**src/jobf_pkg.sv**
```systemverilog
`default_nettype none

package jobf_pkg;

  // Default sizes.
  localparam int unsigned MAX_DEPTH_DEF  = 64;
  localparam int unsigned MAX_BUFFER_DEF = 65536;

  // Field widths fixed by the interface.
  localparam int unsigned DATA_W   = 8;
  localparam int unsigned STATUS_W = 3;
  localparam int unsigned POS_W    = 16;

  // Result status codes.
  localparam logic [STATUS_W-1:0] ST_COMPLETE = 3'd0;
  localparam logic [STATUS_W-1:0] ST_NO_START = 3'd1;
  localparam logic [STATUS_W-1:0] ST_ILLEGAL  = 3'd2;
  localparam logic [STATUS_W-1:0] ST_WAITING  = 3'd3;
  localparam logic [STATUS_W-1:0] ST_TOO_DEEP = 3'd4;

  // Characters the scanner reacts to.
  localparam logic [DATA_W-1:0] CH_NUL    = 8'h00;
  localparam logic [DATA_W-1:0] CH_QUOTE  = 8'h22;
  localparam logic [DATA_W-1:0] CH_LBRACK = 8'h5B;
  localparam logic [DATA_W-1:0] CH_BSLASH = 8'h5C;
  localparam logic [DATA_W-1:0] CH_RBRACK = 8'h5D;
  localparam logic [DATA_W-1:0] CH_LBRACE = 8'h7B;
  localparam logic [DATA_W-1:0] CH_RBRACE = 8'h7D;

  // Scan phase, one-hot.
  typedef enum logic [2:0] {
    PH_SEEK  = 3'b001,
    PH_SCAN  = 3'b010,
    PH_DRAIN = 3'b100
  } phase_t;

endpackage

`default_nettype wire

```
**src/json_object_boundary_finder_core.sv**
```systemverilog
// JSON object boundary finder.
// The input channel carries one text byte per beat (in_data_byte) with
// in_end_of_buffer marking the last byte of a buffer. The block skips bytes
// until the first '{', then tracks nested '{' and '[' on a one-bit stack
// held in a shift register, ignoring brackets inside quoted strings and
// skipping the byte after a backslash. At most one result beat per buffer is
// sent on the output channel: status, start_pos and stop_pos.
// An input beat lands in an input register; when the result slot is free,
// one pass of logic updates the scan state and loads the result register,
// so a result passes through both registers. One byte is taken every
// cycle; the only limit is the result register, which holds its beat while
// out_stall is high and then back-pressures the input through in_stall.
// A byte at offset MAX_BUFFER-1 ends its buffer even without
// in_end_of_buffer. Synchronous active-low reset empties both registers
// and starts a fresh buffer: phase seeking, depth zero, offset zero.
`default_nettype none

module json_object_boundary_finder_core #(
  parameter int unsigned MAX_DEPTH  = jobf_pkg::MAX_DEPTH_DEF,
  parameter int unsigned MAX_BUFFER = jobf_pkg::MAX_BUFFER_DEF
) (
  input  logic                            clk,
  input  logic                            rst_n,
  // Input channel.
  input  logic                            in_valid,
  output logic                            in_stall,
  input  logic [jobf_pkg::DATA_W-1:0]     in_data_byte,
  input  logic                            in_end_of_buffer,
  // Result channel.
  output logic                            out_valid,
  input  logic                            out_stall,
  output logic [jobf_pkg::STATUS_W-1:0]   out_status,
  output logic [jobf_pkg::POS_W-1:0]      out_start_pos,
  output logic [jobf_pkg::POS_W-1:0]      out_stop_pos
);
  import jobf_pkg::*;

  // Depth counter must hold MAX_DEPTH itself; the offset counter spans a buffer.
  localparam int unsigned DW = $clog2(MAX_DEPTH + 1);
  localparam int unsigned PW = $clog2(MAX_BUFFER);

  // Input register.
  logic              in_valid_r;
  logic [DATA_W-1:0] in_data_r;
  logic              in_eob_r;

  // Scan state. The stack top sits in bit 0; a push shifts toward the
  // high end, so only bit 0 is ever read.
  logic [MAX_DEPTH-1:0] stack_r, stack_nxt;
  logic [DW-1:0]        depth_r, depth_nxt;
  logic                 in_str_r, in_str_nxt;
  logic                 esc_r, esc_nxt;
  phase_t               phase_r, phase_nxt;
  logic [PW-1:0]        pos_r, pos_nxt;
  logic [PW-1:0]        start_r, start_nxt;

  // Result register.
  logic                out_valid_r;
  logic [STATUS_W-1:0] status_r;
  logic [POS_W-1:0]    start_pos_r;
  logic [POS_W-1:0]    stop_pos_r;

  // Result of the current pass.
  logic                res_valid;
  logic [STATUS_W-1:0] res_status;
  logic [PW-1:0]       res_start;
  logic [PW-1:0]       res_stop;

  logic                advance;
  logic                last;

  // Zero-extended offsets, cut down to the port width.
  logic [PW+POS_W-1:0] res_start_ext;
  logic [PW+POS_W-1:0] res_stop_ext;

  // The held byte is processed whenever the result slot is free or
  // being emptied in this cycle.
  assign advance  = in_valid_r && (!out_valid_r || !out_stall);
  assign in_stall = in_valid_r && !advance;
  assign last     = in_eob_r || (pos_r == PW'(MAX_BUFFER - 1));

  always_comb begin
    stack_nxt  = stack_r;
    depth_nxt  = depth_r;
    in_str_nxt = in_str_r;
    esc_nxt    = esc_r;
    phase_nxt  = phase_r;
    pos_nxt    = pos_r;
    start_nxt  = start_r;
    res_valid  = 1'b0;
    res_status = ST_COMPLETE;
    res_start  = start_r;
    res_stop   = pos_r;

    case (phase_r)
      PH_SEEK: begin
        if (in_data_r == CH_LBRACE) begin
          start_nxt  = pos_r;
          stack_nxt  = {stack_r[MAX_DEPTH-2:0], 1'b1};
          depth_nxt  = DW'(1);
          in_str_nxt = 1'b0;
          esc_nxt    = 1'b0;
          phase_nxt  = PH_SCAN;
        end
      end
      PH_SCAN: begin
        if (in_data_r == CH_NUL) begin
          res_valid  = 1'b1;
          res_status = ST_WAITING;
        end else if (esc_r) begin
          esc_nxt = 1'b0;
        end else if (in_data_r == CH_BSLASH) begin
          esc_nxt = 1'b1;
        end else if (in_data_r == CH_QUOTE) begin
          in_str_nxt = !in_str_r;
        end else if (!in_str_r) begin
          if (in_data_r == CH_LBRACE || in_data_r == CH_LBRACK) begin
            if (depth_r >= DW'(MAX_DEPTH)) begin
              res_valid  = 1'b1;
              res_status = ST_TOO_DEEP;
            end else begin
              stack_nxt = {stack_r[MAX_DEPTH-2:0], (in_data_r == CH_LBRACE)};
              depth_nxt = depth_r + DW'(1);
            end
          end else if (in_data_r == CH_RBRACE || in_data_r == CH_RBRACK) begin
            if (depth_r == '0 || stack_r[0] != (in_data_r == CH_RBRACE)) begin
              res_valid  = 1'b1;
              res_status = ST_ILLEGAL;
            end else begin
              stack_nxt = {1'b0, stack_r[MAX_DEPTH-1:1]};
              depth_nxt = depth_r - DW'(1);
              if (depth_r == DW'(1)) begin
                res_valid  = 1'b1;
                res_status = ST_COMPLETE;
              end
            end
          end
        end
      end
      default: begin
        // Draining: bytes are dropped until the buffer ends.
      end
    endcase

    if (res_valid) begin
      phase_nxt = PH_DRAIN;
    end else if (last) begin
      // The buffer ends without a result so far; the phase reached by this
      // byte (an opening brace on the last byte counts) decides the report.
      if (phase_nxt == PH_SEEK) begin
        res_valid  = 1'b1;
        res_status = ST_NO_START;
        res_start  = '0;
      end else if (phase_nxt == PH_SCAN) begin
        res_valid  = 1'b1;
        res_status = ST_WAITING;
        res_start  = start_nxt;
      end
    end

    if (last) begin
      depth_nxt  = '0;
      in_str_nxt = 1'b0;
      esc_nxt    = 1'b0;
      phase_nxt  = PH_SEEK;
      pos_nxt    = '0;
      start_nxt  = '0;
    end else begin
      pos_nxt = pos_r + PW'(1);
    end
  end

  assign res_start_ext = {{POS_W{1'b0}}, res_start};
  assign res_stop_ext  = {{POS_W{1'b0}}, res_stop};

  // Input register: reloads whenever it is not holding a stalled byte.
  always_ff @(posedge clk) begin
    if (!rst_n) begin
      in_valid_r <= 1'b0;
    end else if (!in_stall) begin
      in_valid_r <= in_valid;
    end
  end

  always_ff @(posedge clk) begin
    if (!in_stall) begin
      in_data_r <= in_data_byte;
      in_eob_r  <= in_end_of_buffer;
    end
  end

  // Scan state.
  always_ff @(posedge clk) begin
    if (!rst_n) begin
      depth_r  <= '0;
      in_str_r <= 1'b0;
      esc_r    <= 1'b0;
      phase_r  <= PH_SEEK;
      pos_r    <= '0;
      start_r  <= '0;
    end else if (advance) begin
      depth_r  <= depth_nxt;
      in_str_r <= in_str_nxt;
      esc_r    <= esc_nxt;
      phase_r  <= phase_nxt;
      pos_r    <= pos_nxt;
      start_r  <= start_nxt;
    end
  end

  // Stack contents need no reset: an entry is always pushed before it is read.
  always_ff @(posedge clk) begin
    if (advance) begin
      stack_r <= stack_nxt;
    end
  end

  // Result register: holds its beat while the receiver stalls.
  always_ff @(posedge clk) begin
    if (!rst_n) begin
      out_valid_r <= 1'b0;
    end else if (advance) begin
      out_valid_r <= res_valid;
    end else if (!out_stall) begin
      out_valid_r <= 1'b0;
    end
  end

  always_ff @(posedge clk) begin
    if (advance && res_valid) begin
      status_r    <= res_status;
      start_pos_r <= res_start_ext[POS_W-1:0];
      stop_pos_r  <= res_stop_ext[POS_W-1:0];
    end
  end

  assign out_valid     = out_valid_r;
  assign out_status    = status_r;
  assign out_start_pos = start_pos_r;
  assign out_stop_pos  = stop_pos_r;

`ifndef SYNTHESIS
  // The depth counter never passes the stack size.
  a_depth_bound: assert property (@(posedge clk) disable iff (!rst_n)
    depth_r <= DW'(MAX_DEPTH))
    else $error("bracket depth beyond stack size");

  // While seeking an opening brace the stack is empty.
  a_seek_empty: assert property (@(posedge clk) disable iff (!rst_n)
    (phase_r == PH_SEEK) |-> (depth_r == '0))
    else $error("stack not empty while seeking");

  // While scanning at least the outer brace is open; closing it ends the scan.
  a_scan_open: assert property (@(posedge clk) disable iff (!rst_n)
    (phase_r == PH_SCAN) |-> (depth_r != '0))
    else $error("scanning with an empty stack");

  // A processed byte that yields a result leaves the result register full.
  a_result_loaded: assert property (@(posedge clk) disable iff (!rst_n)
    (advance && res_valid) |=> out_valid_r)
    else $error("result lost");
`endif

endmodule

`default_nettype wire
```
**config.mk**
```make
export PLATFORM = sky130hd
export DESIGN_NAME = json_object_boundary_finder_core
export DESIGN_NICKNAME = d
export VERILOG_FILES = /design/src/jobf_pkg.sv /design/src/json_object_boundary_finder_core.sv
export SDC_FILE = /design/constraint.sdc
export NUM_CORES = 1
export LEC_CHECK = 0
export BUFFER_PORTS_ARGS = -buffer_cell sky130_fd_sc_hd__buf_4
export CORE_ASPECT_RATIO = 0.5
export CORE_MARGIN = 5
export CORE_UTILIZATION = 60
export CTS_CLUSTER_DIAMETER = 200
export CTS_CLUSTER_SIZE = 28
export DETAILED_ROUTE_END_ITERATION = 10
export HOLD_SLACK_MARGIN = 0.1
export MAX_ROUTING_LAYER = met4
export PLACE_DENSITY = 0.77
export SYNTH_ARGS = -nofsm -noshare
export SYNTH_HDL_FRONTEND = slang
export SYNTH_SLANG_ARGS = --single-unit
```
**constraint.sdc**
```tcl
create_clock -name clk -period 9.25 [get_ports clk]
set_input_delay 0.4625 -clock clk [delete_from_list [all_inputs] [get_ports clk]]
set_output_delay 0.4625 -clock clk [all_outputs]
set_load 0.01 [all_outputs]
```
======== Yosys cells after proc, flatten, opt, wreduce, memory -nomap -nowiden ========
Index checks and enable logic that the tools add are counted.
storage, ports and cells
  input bits .............................. 13
  flip-flop bits (word level) ............. 154
  word-level logic and storage cells ...... 149
cells by class
  reductions and logical operators ........ 20
  $lt $le $gt $ge ......................... 1
  equal/unequal tests ..................... 33
  muxes and demuxes ....................... 78
  $add $sub $neg .......................... 3
operators with widths
  kind                   count
  $mux 64                10
  $mux 16                8
  $pmux 64 s2            1
  $mux 7                 11
  $mux 3                 16
  $eq 8x7->1 const B     5
  $ne 3x3->1 const B     10
  $mux 1                 27
  $reduce_and 11->1      2
  $add 16x1->16 const B  1
  $eq 16x16->1 const B   1
  $pmux 7 s2             1
  $ne 2x2->1 const B     6
  $ne 4x4->1 const B     3
  $eq 8x6->1 const B     1
  $logic_not 8->1        1
  $add 7x1->7 const B    1
  $eq 7x1->1 const B     1
  $ge 7x7->1 const B     1
  $logic_not 7->1        1
  $reduce_and 7->1       1
  $sub 7x1->7 const B    1
  $eq 3x1->1 const B     2
  $eq 3x2->1 const B     2
  other kinds (10)       21

======== Longest topological paths before layout ========
Gate-level depths: netlist of run 1.
  depth in word-level cells ............... 16
  gate-level depth with buffers ........... 9
  mapped depth without buffers ............ 8

======== Worst setup path before layout of run 1 ========
Ideal clock, no wire load.
  kind .................................... register to register
  start ................................... reg phase_r[2]
  end ..................................... reg stack_r[0], enable pin
  required time ........................... 8.668 ns
  buffers on the path ..................... 3
  slack ................................... 2.649 ns
  stages on the path, launching flop included .. 8
  data arrival time ....................... 6.020 ns
  path through ............................ dfxtp_1 > clkbuf_1 > inv_1 > nand2b_1 > clkbuf_1 > nor2_1 > buf_2 > a211oi_1
on the way
  cells in the longest elaborated chain, start to end .. 3
ends and longest elaborated chain
  what                                                line                                     text
  from (decl)                                         json_object_boundary_finder_core.sv:53   phase_t phase_r, phase_nxt;
  from (signal assigned)                              json_object_boundary_finder_core.sv:205  phase_r <= phase_nxt;
  $eq 3x2->1 / $eq 3x1->1 (equally long branches)     json_object_boundary_finder_core.sv:95   case (phase_r)
  $ne 3x3->1 (no line), or another cell as far along  n/a
  $reduce_and 11->1 (no line) *                       n/a
  to (signal assigned)                                json_object_boundary_finder_core.sv:214  stack_r <= stack_nxt;
  to (decl)                                           json_object_boundary_finder_core.sv:49   logic [MAX_DEPTH-1:0] stack_r, stack_nxt;
Every way passes the cells marked *; elsewhere a longest branch is shown, timed or not.
A chain may end at the register's enable or synchronous reset.

======== Worst setup path in the final report of run 1 ========
  start ................................... reg in_data_r[7]
  end ..................................... reg stack_r[36], enable pin
on the way
  cells in the longest elaborated chain, start to end .. 5
ends and longest elaborated chain
  what                           line                                                                              text
  from (decl)                    json_object_boundary_finder_core.sv:44                                            logic [DATA_W-1:0] in_data_r;
  from (signal assigned)         json_object_boundary_finder_core.sv:187                                           in_data_r <= in_data_byte;
  $eq 8x7->1                     json_object_boundary_finder_core.sv:125, json_object_boundary_finder_core.sv:126
  $ne 1x1->1                     json_object_boundary_finder_core.sv:126                                           if (depth_r == '0 || stack_r[0] != (in_data_r == CH_RBRACE)) begin
  $logic_or 1x1->1               json_object_boundary_finder_core.sv:126
  $ne 3x3->1 (no line)           n/a
  $reduce_and 11->1 (no line) *  n/a
Marks and branches as above.

==> results of run 1 <==
[cell usage after synthesis (2+ instances only)]
library cell,instances,share of area [%]
buf_6,2,0.33
nor3_1,4,0.30
o31ai_1,3,0.33
o21ai_0,7,0.52
or4_1,5,0.56
o21a_1,2,0.22
nand3_1,16,1.2
nor2_1,53,2.9
a21oi_2,10,1.3
nor4_1,5,0.46
clkbuf_1,13,0.72
a22oi_1,16,1.8
a2111oi_0,2,0.26
mux2_2,62,10
and3_1,3,0.28
nand4_1,10,0.93
edfxtp_1,108,48
inv_1,23,1.3
xor2_1,10,1.3
o211ai_1,3,0.33
dfxtp_1,46,14
o22ai_1,3,0.28
or3_1,2,0.19
ha_1,4,0.74
nor4bb_1,2,0.30
or4_4,2,0.33
nand2b_1,7,0.65
nand2_1,23,1.3
a31oi_1,4,0.37
xnor2_1,6,0.78
o21ai_1,3,0.22
a21oi_1,37,2.7
buf_2,10,0.74
[metrics by stage]
step	setup slack [ps]	cell area, µm²	hold slack, ps	util [%]
floorplan	2650	6750	406	-
global placement	6120	7240	490	66.0
detailed placement	6030	7240	498	66.0
CTS	6030	7810	204	71.1
global route	5830	7810	205	71.1
finish	5960	7810	220	71.1
[layer usage]
layer / up-vias / global-route usage, % / wire (µm) / part of all wire, %
met5: - / - / 0 / 0
met4: 0 / 6.32 / 156 / 1.2
met1: 2182 / 25.3 / 5830 / 45
met3: 21 / 4.32 / 562 / 4.3
li1: 2114 / - / - / -
met2: 116 / 33.7 / 6410 / 49
[how the worst max path moves through the flow]
| stage | to | depth (start not counted) | slack, ps |
|---|---|---|---|
| detailed placement | stack_r[47] | 6 | 6030 |
| finish | stack_r[36] | 6 | 5960 |
| CTS | stack_r[12] | 6 | 6030 |
| floorplan | stack_r[0] | 7 | 2650 |
| global route | stack_r[3] | 6 | 5830 |
| global placement | stack_r[46] | 6 | 6120 |
[registers in the layout (all words and copies together), names as in the netlist]
signal         flops
in_valid_r         1
in_str_r           1
out_start_pos     16
start_r           16
pos_r             16
in_data_r          8
out_stop_pos      16
out_valid          1
depth_r            7
out_status         3
esc_r              1
stack_r           64
phase_r            3
in_eob_r           1
[cell type report]
cell class,count,area share [%]
flip-flops and latches,154,53.3
multi-input cells,333,30.8
clock buffers,18,5.50
repair buffers,54,5.19
well taps,145,2.32
clock inverters,14,1.73
inverters,23,1.11
[power by group through the flow]
stage                     Clock (mW)  Combinational (mW)  Sequential [mW]
after floorplan                    0              0.0174            0.760
after global placement             0              0.0377            0.758
after detailed placement           0              0.0377            0.759
after CTS                      0.676              0.0379            0.744
after global routing           0.707              0.0407            0.744
final                          0.664              0.0378            0.744
[critical path: cells and delay by family, from the launching register on]
family / cells / cell delay (ps)
buffers and inverters: 1 / 650
AOI/OAI and AO/OA: 2 / 290
and+or+nand+nor: 3 / 1460
DFF: 1 / 480
[kinds of logic (layout without fill, tap and decap cells)]
family | after synthesis | count (layout) | synth area share, %
flops | 154 | 154 | 61.7
simple gates | 143 | 143 | 11.0
compound gates | 108 | 108 | 11.0
mux | 62 | 62 | 10.3
buf+inv | 49 | 109 | 3.13
xor+xnor | 16 | 16 | 2.08
fa+ha+maj | 4 | 4 | 0.742
==> flow_metrics.env, run 1 <==
export IMPL_status="finished clean"
export IMPL_syn_nets=553
export IMPL_tightestPinTransition_ps=1070
export IMPL_comb_power_share_pct=2.6
export IMPL_critPathMaxStageDelay_ps=740
export IMPL_final_setup_viol_count=0
export IMPL_cts_resized=0
export IMPL_period_minus_slack_ps=3290
export IMPL_vdd_drop_max_v=0.000113
export IMPL_drt_first_pass_iters=6
export IMPL_avgRoutedWirePerCell_um=17.5
export IMPL_die_x_um=160
export IMPL_critical_path_arrival_ps=3340
export IMPL_min_to="in_data_r[4]"
export IMPL_register_area_mm2=0.00416
export IMPL_cp_max_fo=64
export IMPL_dr_first_iter_drc_count=358
export IMPL_reg2reg_to="stack_r[36]"
export IMPL_drive_gt1_share_pct=28.7
export IMPL_cts_setup_buffers=0
export IMPL_yosys_warnings=0
export IMPL_fill_cells=742
export IMPL_syn_to_final_growth_pct=15.7
export IMPL_synth_cells=536
export IMPL_htree_num_levels=4
export IMPL_p_seq_share_pct=51.5
export IMPL_slew_headroom_pct=28.0
export IMPL_die_h_um=85.0
export IMPL_maxSlewViolCount=0
export IMPL_p_per_area_mw_per_mm2=185
export IMPL_dp_cells=709
export IMPL_final_cell_mix="edfxtp_1, mux2_2, buf_4"
export IMPL_cpMaxStageDelayCell="and3_1"
export IMPL_cts_sinks=154
export IMPL_cp_startpoint="in_data_r[7]"
export IMPL_synth_cell_type_count=63
export IMPL_hold_depth=1
export IMPL_grt_use_total_pct=20.3
export IMPL_hold_path_class="input port to register"
export IMPL_vias=4433
export IMPL_ys_flop_type="edfxtp_1"
export IMPL_skew_ps=8.82
export IMPL_synth_seq_cells=154
export IMPL_overflow=0
export IMPL_start_util_pct=61.5
export IMPL_cts_inserted_buffers=17
export IMPL_critical_path_required_ps=9300
export IMPL_layout_commonest_cell="edfxtp_1"
export IMPL_total_power_mw=1.45
export IMPL_reg2reg_depth=6
export IMPL_first_global_vias=4347
export IMPL_final_nets=600
export IMPL_max_freq_mhz=304
export IMPL_clock_path_buffers=2
export IMPL_syn_area_per_cell_um2=12.6
export IMPL_cp_end_kind="register"
export IMPL_multi_input_area_mm2=0.00240
export IMPL_hp_start="in_data_byte[4]"
export IMPL_gp_congestion=0.895
export IMPL_min_period_over_period_pct=35.6
export IMPL_rsz0062_at_grt="no"
export IMPL_finalWirelength_um=13000
export IMPL_path_cells="and4bb_1, and3_1, and2_1, a21oi_1, a211oi_4, buf_4"
export IMPL_cts_tree="done"
export IMPL_sw_frac_of_total_pct=21.8
export IMPL_io_buffers=49
export IMPL_synth_edf_count=108
export IMPL_drv_cap=0
export IMPL_worstSetupPathType="register to register"
export IMPL_synth_area_mm2=0.00675
export IMPL_cts_clk_slew_worst_paths_ps=60
export IMPL_switchingPower_mw=0.316
export IMPL_worstReg2RegStart="in_data_r[7]"
export IMPL_antenna_found_initial=0
export IMPL_pwr_share_clk_pct=45.9
export IMPL_final_antenna_net_count=0
export IMPL_ctsHoldBuffers=0
export IMPL_stdcell_count=741
export IMPL_drc_errors=0
export IMPL_tns_ps=0
export IMPL_cts_root_buf="clkbuf_16"
export IMPL_io_pin_count=50
export IMPL_num_antenna_cells=0
export IMPL_p_int_mw=1.13
export IMPL_viasPerCell=5.98
export IMPL_cellLeakagePower_nw=2.30
export IMPL_rows=27
export IMPL_insertion_delay_ps=420
export IMPL_grt_start_max_net_pins=65
export IMPL_r2r_setup_slack_ps=5960
export IMPL_hold_viol_final=0
export IMPL_grt_pass1_wl_um=21400
export IMPL_async_reset_ff_share_pct=0
export IMPL_dp_hpwl_um=8060
export IMPL_die_area_mm2=0.0136
export IMPL_ys_seq_area_share_pct=61.7
export IMPL_core_mm2=0.0110
export IMPL_start_kind="register"
Power figures use the tool's default switching activity.
==> inputs of run 2 (changes only) <==
--- a/config.mk
+++ b/config.mk
@@ -5,6 +5,7 @@
 export SDC_FILE = /design/constraint.sdc
 export NUM_CORES = 1
 export LEC_CHECK = 0
+export ABC_AREA = 1
 export BUFFER_PORTS_ARGS = -buffer_cell sky130_fd_sc_hd__buf_4
 export CORE_ASPECT_RATIO = 0.5
 export CORE_MARGIN = 5
@@ -14,7 +15,7 @@
 export DETAILED_ROUTE_END_ITERATION = 10
 export HOLD_SLACK_MARGIN = 0.1
 export MAX_ROUTING_LAYER = met4
-export PLACE_DENSITY = 0.77
+export PLACE_DENSITY = 0.76
 export SYNTH_ARGS = -nofsm -noshare
 export SYNTH_HDL_FRONTEND = slang
 export SYNTH_SLANG_ARGS = --single-unit
==> constraint.sdc (replaced) <==
create_clock -name clk -period 3.1 [get_ports clk]
set_input_delay 0.155 -clock clk [delete_from_list [all_inputs] [get_ports clk]]
set_output_delay 0.155 -clock clk [all_outputs]
set_load 0.01 [all_outputs]
==> run 2 against run 1 <==
Against the previous run:
- clock skew up 4.1 ps
- clock power rose to 3.0 times the previous value
- largest cell class unchanged
- die area up 5.4%
- non-clock buffer count up 21
- via count up 28%
- area after synthesis up 5.9%
- flip-flop and latch count unchanged
- register-to-register slack worse by 5200 ps
- sequential share of layout area down 4.0 points
==> flow_metrics.env, run 2 <==
export IMPL_endpoint="stack_r[29]"
export IMPL_die_area_mm2=0.0143
export IMPL_final_nets=912
export IMPL_worstReg2RegStart="phase_r[2]"
export IMPL_die_h_um=87.2
export IMPL_cpMaxStageDelayCell="dfxtp_1"
export IMPL_synth_edf_count=108
export IMPL_dp_hpwl_um=9440
export IMPL_critPathMaxStageDelay_ps=340
export IMPL_clock_path_buffers=2
export IMPL_slew_headroom_pct=61.0
export IMPL_drc_errors=0
export IMPL_drv_cap=0
export IMPL_synth_seq_cells=154
export IMPL_skew_ps=12.9
export IMPL_path_cells="inv_1, nand3_1, buf_4, inv_1, nand2_1, inv_1, nor3_2, o221ai_2, nor3b_4, buf_12"
export IMPL_layout_commonest_cell="nand2_1"
export IMPL_viasPerCell=5.27
export IMPL_io_buffers=49
export IMPL_pre_cts_ws_ps=739
export IMPL_first_global_vias=5417
export IMPL_maxSlewViolCount=0
export IMPL_cts_clk_slew_worst_paths_ps=60
export IMPL_grt_use_total_pct=23.1
export IMPL_yosysTopAreaCell="edfxtp_1"
export IMPL_final_area_mm2=0.00844
export IMPL_cts_sinks=154
export IMPL_drive_gt1_share_pct=13.8
export IMPL_ys_seq_area_share_pct=58.3
export IMPL_syn_to_final_growth_pct=18.0
export IMPL_multi_input_area_mm2=0.00266
export IMPL_cts_tree="done"
export IMPL_cts_resized=0
export IMPL_regMostFlops="stack_r"
export IMPL_hold_viol_final=0
export IMPL_grt_start_max_net_pins=65
export IMPL_utilization_pct=71.9
export IMPL_gp_congestion=0.901
export IMPL_critical_path_required_ps=3190
export IMPL_cp_startpoint="phase_r[2]"
export IMPL_worstSetupPathType="register to register"
export IMPL_netlist_area_leader_share_pct=45.4
export IMPL_place_area_mm2=0.00774
export IMPL_start_util_pct=60.9
export IMPL_avgRoutedWirePerCell_um=14.2
export IMPL_register_area_mm2=0.00417
export IMPL_num_antenna_cells=0
export IMPL_grt_pass1_wl_um=25300
export IMPL_drt_first_pass_iters=5
export IMPL_final_antenna_net_count=0
export IMPL_cts_inserted_buffers=17
export IMPL_status="finished clean"
export IMPL_insertion_delay_ps=430
export IMPL_synth_cells=834
export IMPL_cp_end_kind="register"
export IMPL_tightestPinTransition_ps=585
export IMPL_io_pin_count=50
export IMPL_core_mm2=0.0117
export IMPL_dr_first_iter_drc_count=559
export IMPL_syn_nets=851
export IMPL_finalWirelength_um=15200
export IMPL_final_cell_mix="nand2_1, edfxtp_1, buf_4"
export IMPL_htree_num_levels=4
export IMPL_synth_most_common_cell="nand2_1"
export IMPL_syn_area_per_cell_um2=8.57
export IMPL_rows=28
export IMPL_rsz0062_at_grt="no"
export IMPL_max_freq_mhz=419
export IMPL_fill_cells=890
export IMPL_cp_max_fo=64
export IMPL_synth_cell_type_count=34
export IMPL_worst_slack_ps=711
export IMPL_netlist_top_cells_count="nand2_1, edfxtp_1, inv_1, nand3_1, nor2_1"
export IMPL_die_x_um=164
export IMPL_yosys_warnings=0
export IMPL_r2r_setup_slack_ps=710
export IMPL_worst_path_most_repeated_cell="inv_1"
export IMPL_async_reset_ff_share_pct=0
export IMPL_reg2reg_depth=10
export IMPL_synth_area_top_cells="edfxtp_1, nand2_1, dfxtp_1"
export IMPL_critical_path_arrival_ps=2480
export IMPL_cellLeakagePower_nw=3.39
export IMPL_vias=5660
export IMPL_ys_flop_type="edfxtp_1"
export IMPL_start_kind="register"
export IMPL_antenna_found_initial=0
export IMPL_p_per_area_mw_per_mm2=520
export IMPL_hold_path_class="input port to register"
export IMPL_largest_reg_flops=64
export IMPL_vdd_drop_max_v=0.000290
export IMPL_cts_root_buf="clkbuf_16"
export IMPL_min_period_over_period_pct=77.1
export IMPL_reg2reg_to="stack_r[29]"
export IMPL_overflow=0
export IMPL_final_setup_viol_count=0
export IMPL_synth_area_mm2=0.00715
export IMPL_period_minus_slack_ps=2390
==> run 2: cell count changes after synthesis, sizes merged, moves of 8 or more <==
| cell | change |
|---|---|
| a21oi | -8 |
| a22oi | -17 |
| inv | +37 |
| mux2 | -62 |
| nand2 | +330 |
| nand3 | +36 |
| nor3 | +12 |
| o21ai | +23 |
==> run 2: metrics by stage <==
step                      TNS, ps  instances  hold slack, ps  total power [mW]
final                           0       1073             131              4.39
after global routing            0       1073             148              4.54
after CTS                       0       1073             124              4.42
after detailed placement        0       1029             335              2.41
after global placement          0       1029             334              2.40
after floorplan             -2420        834             253              2.35
==> run 2: cell families (layout without fill, tap and decap cells) <==
kind of cell,after synthesis,in the layout,share of synthesized area (%)
simple gates,494,494,28.6
buf+inv,93,167,5.11
flops,154,154,58.3
compound gates,78,78,5.99
xor+xnor,11,11,1.35
fa+ha+maj,4,4,0.700
==> run 2: cell type report <==
class                   instances  share of cell area [%]
well taps                     165                    2.45
flip-flops and latches        154                    49.4
clock buffers                  19                    5.25
clock inverters                13                    1.57
repair buffers                 75                    7.18
inverters                      60                    2.70
multi-input cells             587                    31.5
==> run 2: how the worst min path moves through the flow <==
stage / from / endpoint / slack [ps] / cells past startpoint
6_report: out_stall / out_valid / 130 / 5
3_5_place_dp: in_data_byte[5] / in_data_r[5] / 330 / 1
4_1_cts: out_stall / out_valid / 120 / 5
2_1_floorplan: rst_n / out_valid / 250 / 2
5_1_grt: out_stall / out_valid / 150 / 5
3_3_place_gp: in_data_byte[3] / in_data_r[3] / 330 / 1
==> run 2: report_power, final <==
| part | leakage, nW | internal [mW] | switching (mW) | total, mW |
|---|---|---|---|---|
| clock | 0.278 | 1.15 | 0.866 | 2.01 |
| combinational | 1.74 | 0.0616 | 0.0997 | 0.161 |
| sequential | 1.37 | 2.20 | 0.0135 | 2.22 |
| total | 3.39 | 3.41 | 0.979 | 4.39 |
==> run 2: worst max-delay path: cells and delay by family, from the launching register on <==
kind                   cells  cell delay [ps]
and+or+nand+nor            4              670
AOI/OAI and AO/OA          1              140
DFF                        1              340
buffers and inverters      5              870
==> run 2: what timing repair did <==
item                      4_1_cts  5_1_grt
hold buffers                   12        0
buffers inserted                0        0
hold endpoints to repair       13        0
==> run 2: layer usage <==
metal / GRT usage, % / part of all wire (%) / vias up
met5: - / 0 / -
met1: 29.4 / 46 / 2651
met3: 5.06 / 4.1 / 25
met4: 8.07 / 1.5 / 0
li1: - / - / 2861
met2: 37.1 / 49 / 123
==> inputs of run 3 (changes only) <==
--- a/config.mk
+++ b/config.mk
@@ -5,17 +5,17 @@
 export SDC_FILE = /design/constraint.sdc
 export NUM_CORES = 1
 export LEC_CHECK = 0
-export ABC_AREA = 1
+export ABC_AREA = 0
 export BUFFER_PORTS_ARGS = -buffer_cell sky130_fd_sc_hd__buf_4
 export CORE_ASPECT_RATIO = 0.5
 export CORE_MARGIN = 5
-export CORE_UTILIZATION = 60
+export CORE_UTILIZATION = 54
 export CTS_CLUSTER_DIAMETER = 200
 export CTS_CLUSTER_SIZE = 28
 export DETAILED_ROUTE_END_ITERATION = 10
 export HOLD_SLACK_MARGIN = 0.1
 export MAX_ROUTING_LAYER = met4
-export PLACE_DENSITY = 0.76
+export PLACE_DENSITY = 0.73
 export SYNTH_ARGS = -nofsm -noshare
 export SYNTH_HDL_FRONTEND = slang
 export SYNTH_SLANG_ARGS = --single-unit
==> constraint.sdc (replaced) <==
create_clock -name clk -period 1.9 [get_ports clk]
set_input_delay 0.095 -clock clk [delete_from_list [all_inputs] [get_ports clk]]
set_output_delay 0.095 -clock clk [all_outputs]
set_load 0.01 [all_outputs]
==> run 3 against run 2 <==
Against the previous run:
- the flow now finishes with violations (negative setup slack)
- global-route usage rose by 2.8 points
- largest power group unchanged
- sequential share of layout area decreased by 8.4 points
- combinational power up 120%
- flip-flop and latch count unchanged
- count of clock-buffer cells in the layout is 1 higher
- fmax fell by 2.5%
- sequential power is 63% higher
==> flow_metrics.env, run 3 (synthesis results as in run 1) <==
export IMPL_rows=28
export IMPL_comb_power_share_pct=4.9
export IMPL_grt_use_total_pct=25.9
export IMPL_worstSetupPathType="register to register"
export IMPL_insertion_delay_ps=430
export IMPL_regMostFlops="stack_r"
export IMPL_layout_commonest_cell="buf_4"
export IMPL_die_x_um=168
export IMPL_fill_cells=537
export IMPL_max_freq_mhz=408
export IMPL_start_util_pct=56.2
export IMPL_cts_root_buf="clkbuf_16"
export IMPL_hold_depth=2
export IMPL_drive_gt1_share_pct=51.2
export IMPL_rsz0062_at_grt="yes"
export IMPL_p_seq_share_pct=49.2
export IMPL_dr_first_iter_drc_count=464
export IMPL_tightestPinTransition_ps=494
export IMPL_violations="negative setup slack"
export IMPL_register_area_mm2=0.00417
export IMPL_grt_start_max_net_pins=36
export IMPL_reg2reg_depth=9
export IMPL_antenna_found_initial=0
export IMPL_drc_errors=0
export IMPL_skew_ps=15.5
export IMPL_gp_congestion=0.906
export IMPL_met2_length_um=10500
export IMPL_hold_viol_final=0
export IMPL_die_h_um=89.1
export IMPL_worstReg2RegStart="in_data_r[4]"
export IMPL_worst_slack_ps=-552
export IMPL_switchingPower_mw=1.69
export IMPL_cts_tree="done"
export IMPL_multi_input_area_mm2=0.00291
export IMPL_tns_ps=-78790
export IMPL_first_global_vias=5573
export IMPL_reg2reg_to="out_start_pos[7]"
export IMPL_min_period_over_period_pct=129
export IMPL_drt_first_pass_iters=5
export IMPL_io_pin_count=50
export IMPL_final_cell_mix="buf_4, edfxtp_1, mux2_2"
export IMPL_critical_path_arrival_ps=2600
export IMPL_met3WireLength_um=1290
export IMPL_critical_path_required_ps=2050
export IMPL_dp_hpwl_um=9830
export IMPL_syn_to_final_growth_pct=50.8
export IMPL_top_layer_used="met4"
export IMPL_final_setup_viol_count=209
export IMPL_largest_reg_flops=64
export IMPL_min_to="in_data_r[1]"
export IMPL_m1WireLength_um=8000
export IMPL_final_antenna_net_count=0
export IMPL_core_mm2=0.0120
export IMPL_cts_inserted_buffers=17
export IMPL_maxSlewViolCount=0
export IMPL_io_buffers=49
export IMPL_hold_ws_ps=398
export IMPL_p_per_area_mw_per_mm2=722
export IMPL_viasPerCell=6.08
export IMPL_cts_clk_slew_worst_paths_ps=60
export IMPL_start_kind="register"
export IMPL_slew_headroom_pct=66.6
export IMPL_htree_num_levels=4
export IMPL_num_antenna_cells=0
export IMPL_r2r_setup_slack_ps=-550
export IMPL_hp_start="in_data_byte[1]"
export IMPL_drv_cap=0
export IMPL_period_minus_slack_ps=2450
export IMPL_final_nets=756
export IMPL_cellLeakagePower_nw=3.46
export IMPL_clock_path_buffers=2
export IMPL_cp_end_kind="register"
export IMPL_avgRoutedWirePerCell_um=22.3
export IMPL_cts_sinks=154
export IMPL_sw_frac_of_total_pct=23.0
export IMPL_overflow=0
export IMPL_vdd_drop_max_v=0.000613
export IMPL_vias=5576
export IMPL_grt_pass1_wl_um=29300
export IMPL_die_area_mm2=0.0150
export IMPL_finalWirelength_um=20500
export IMPL_status="complete, but fails checks"
export IMPL_hold_path_class="input port to register"
export IMPL_utilization_pct=84.7
export IMPL_cp_max_fo=5
export IMPL_pwr_share_clk_pct=45.9
export IMPL_p_int_mw=5.66
## run 3: changes by cell type in the layout (fill, tap and decap cells not counted), sizes merged, moves of 5 or more
cell	previous run	this run
o21ai	33	10
nor3	17	5
a21oi	39	47
buf	63	189
or4	0	7
nand2	353	23
clkbuf	19	28
inv	67	30
mux2	0	62
nor2	59	54
nand2b	0	7
a22oi	0	17
nand3	52	16
## run 3: power groups by stage
| stage | registers, mW | logic [mW] | clock network [mW] |
|---|---|---|---|
| global placement | 3.68 | 0.234 | 0 |
| finish | 3.62 | 0.360 | 3.37 |
| CTS | 3.61 | 0.302 | 3.35 |
| global route | 3.62 | 0.374 | 3.57 |
| detailed placement | 3.69 | 0.238 | 0 |
| floorplan | 3.70 | 0.0929 | 0 |
## run 3: timing repair
action	CTS	global route
pin swaps	52	35
hold endpoints to repair	17	0
hold buffers	13	0
gates cloned	15	9
setup endpoints to repair	220	222
resized for setup	95	59
setup buffers	28	23
## run 3: layer usage
| layer | global-route usage, % | vias up |
|---|---|---|
| li1 | - | 2437 |
| met1 | 30.7 | 2783 |
| met2 | 45.4 | 288 |
| met3 | 5.30 | 68 |
| met4 | 8.69 | 0 |
| met5 | - | - |
## run 3: worst max-delay path, cell delays in order, from the launching register on
cell and delay (ps):
edfxtp_1 480, nand4_1 230, buf_4 180, o21ai_4 80
a211o_4 350, o21a_4 210, buf_4 160, a21oi_4 140
buf_4 190, clkbuf_16 160
## run 3: metrics by stage
step	total power, mW	cell area (µm²)	worst slack [ps]	cells
5_1_grt	7.56	10200	-562	917
3_5_place_dp	3.92	8080	-497	813
2_1_floorplan	3.79	6880	-1400	536
6_report	7.35	10200	-552	917
3_3_place_gp	3.92	8080	-345	813
4_1_cts	7.27	9850	-335	901
## run 3: worst max path at each step
stage	endpoint	from	cells past startpoint	slack, ps
global placement	start_r[3]	in_data_r[7]	7	-340
global route	out_stop_pos[10]	in_data_r[4]	8	-560
CTS	out_start_pos[10]	depth_r[5]	7	-330
finish	out_start_pos[7]	in_data_r[4]	9	-550
detailed placement	start_r[13]	in_data_r[7]	7	-500
floorplan	stack_r[0]	in_data_r[7]	5	-1400
## run 3: final cells by class
class	count	area share (%)
multi-input combinational	333	28.6
clock inverter	12	0.971
inverter	23	0.848
tap	165	2.03
clock buffer	20	4.81
timing repair buffer	210	21.8
sequential	154	41.0
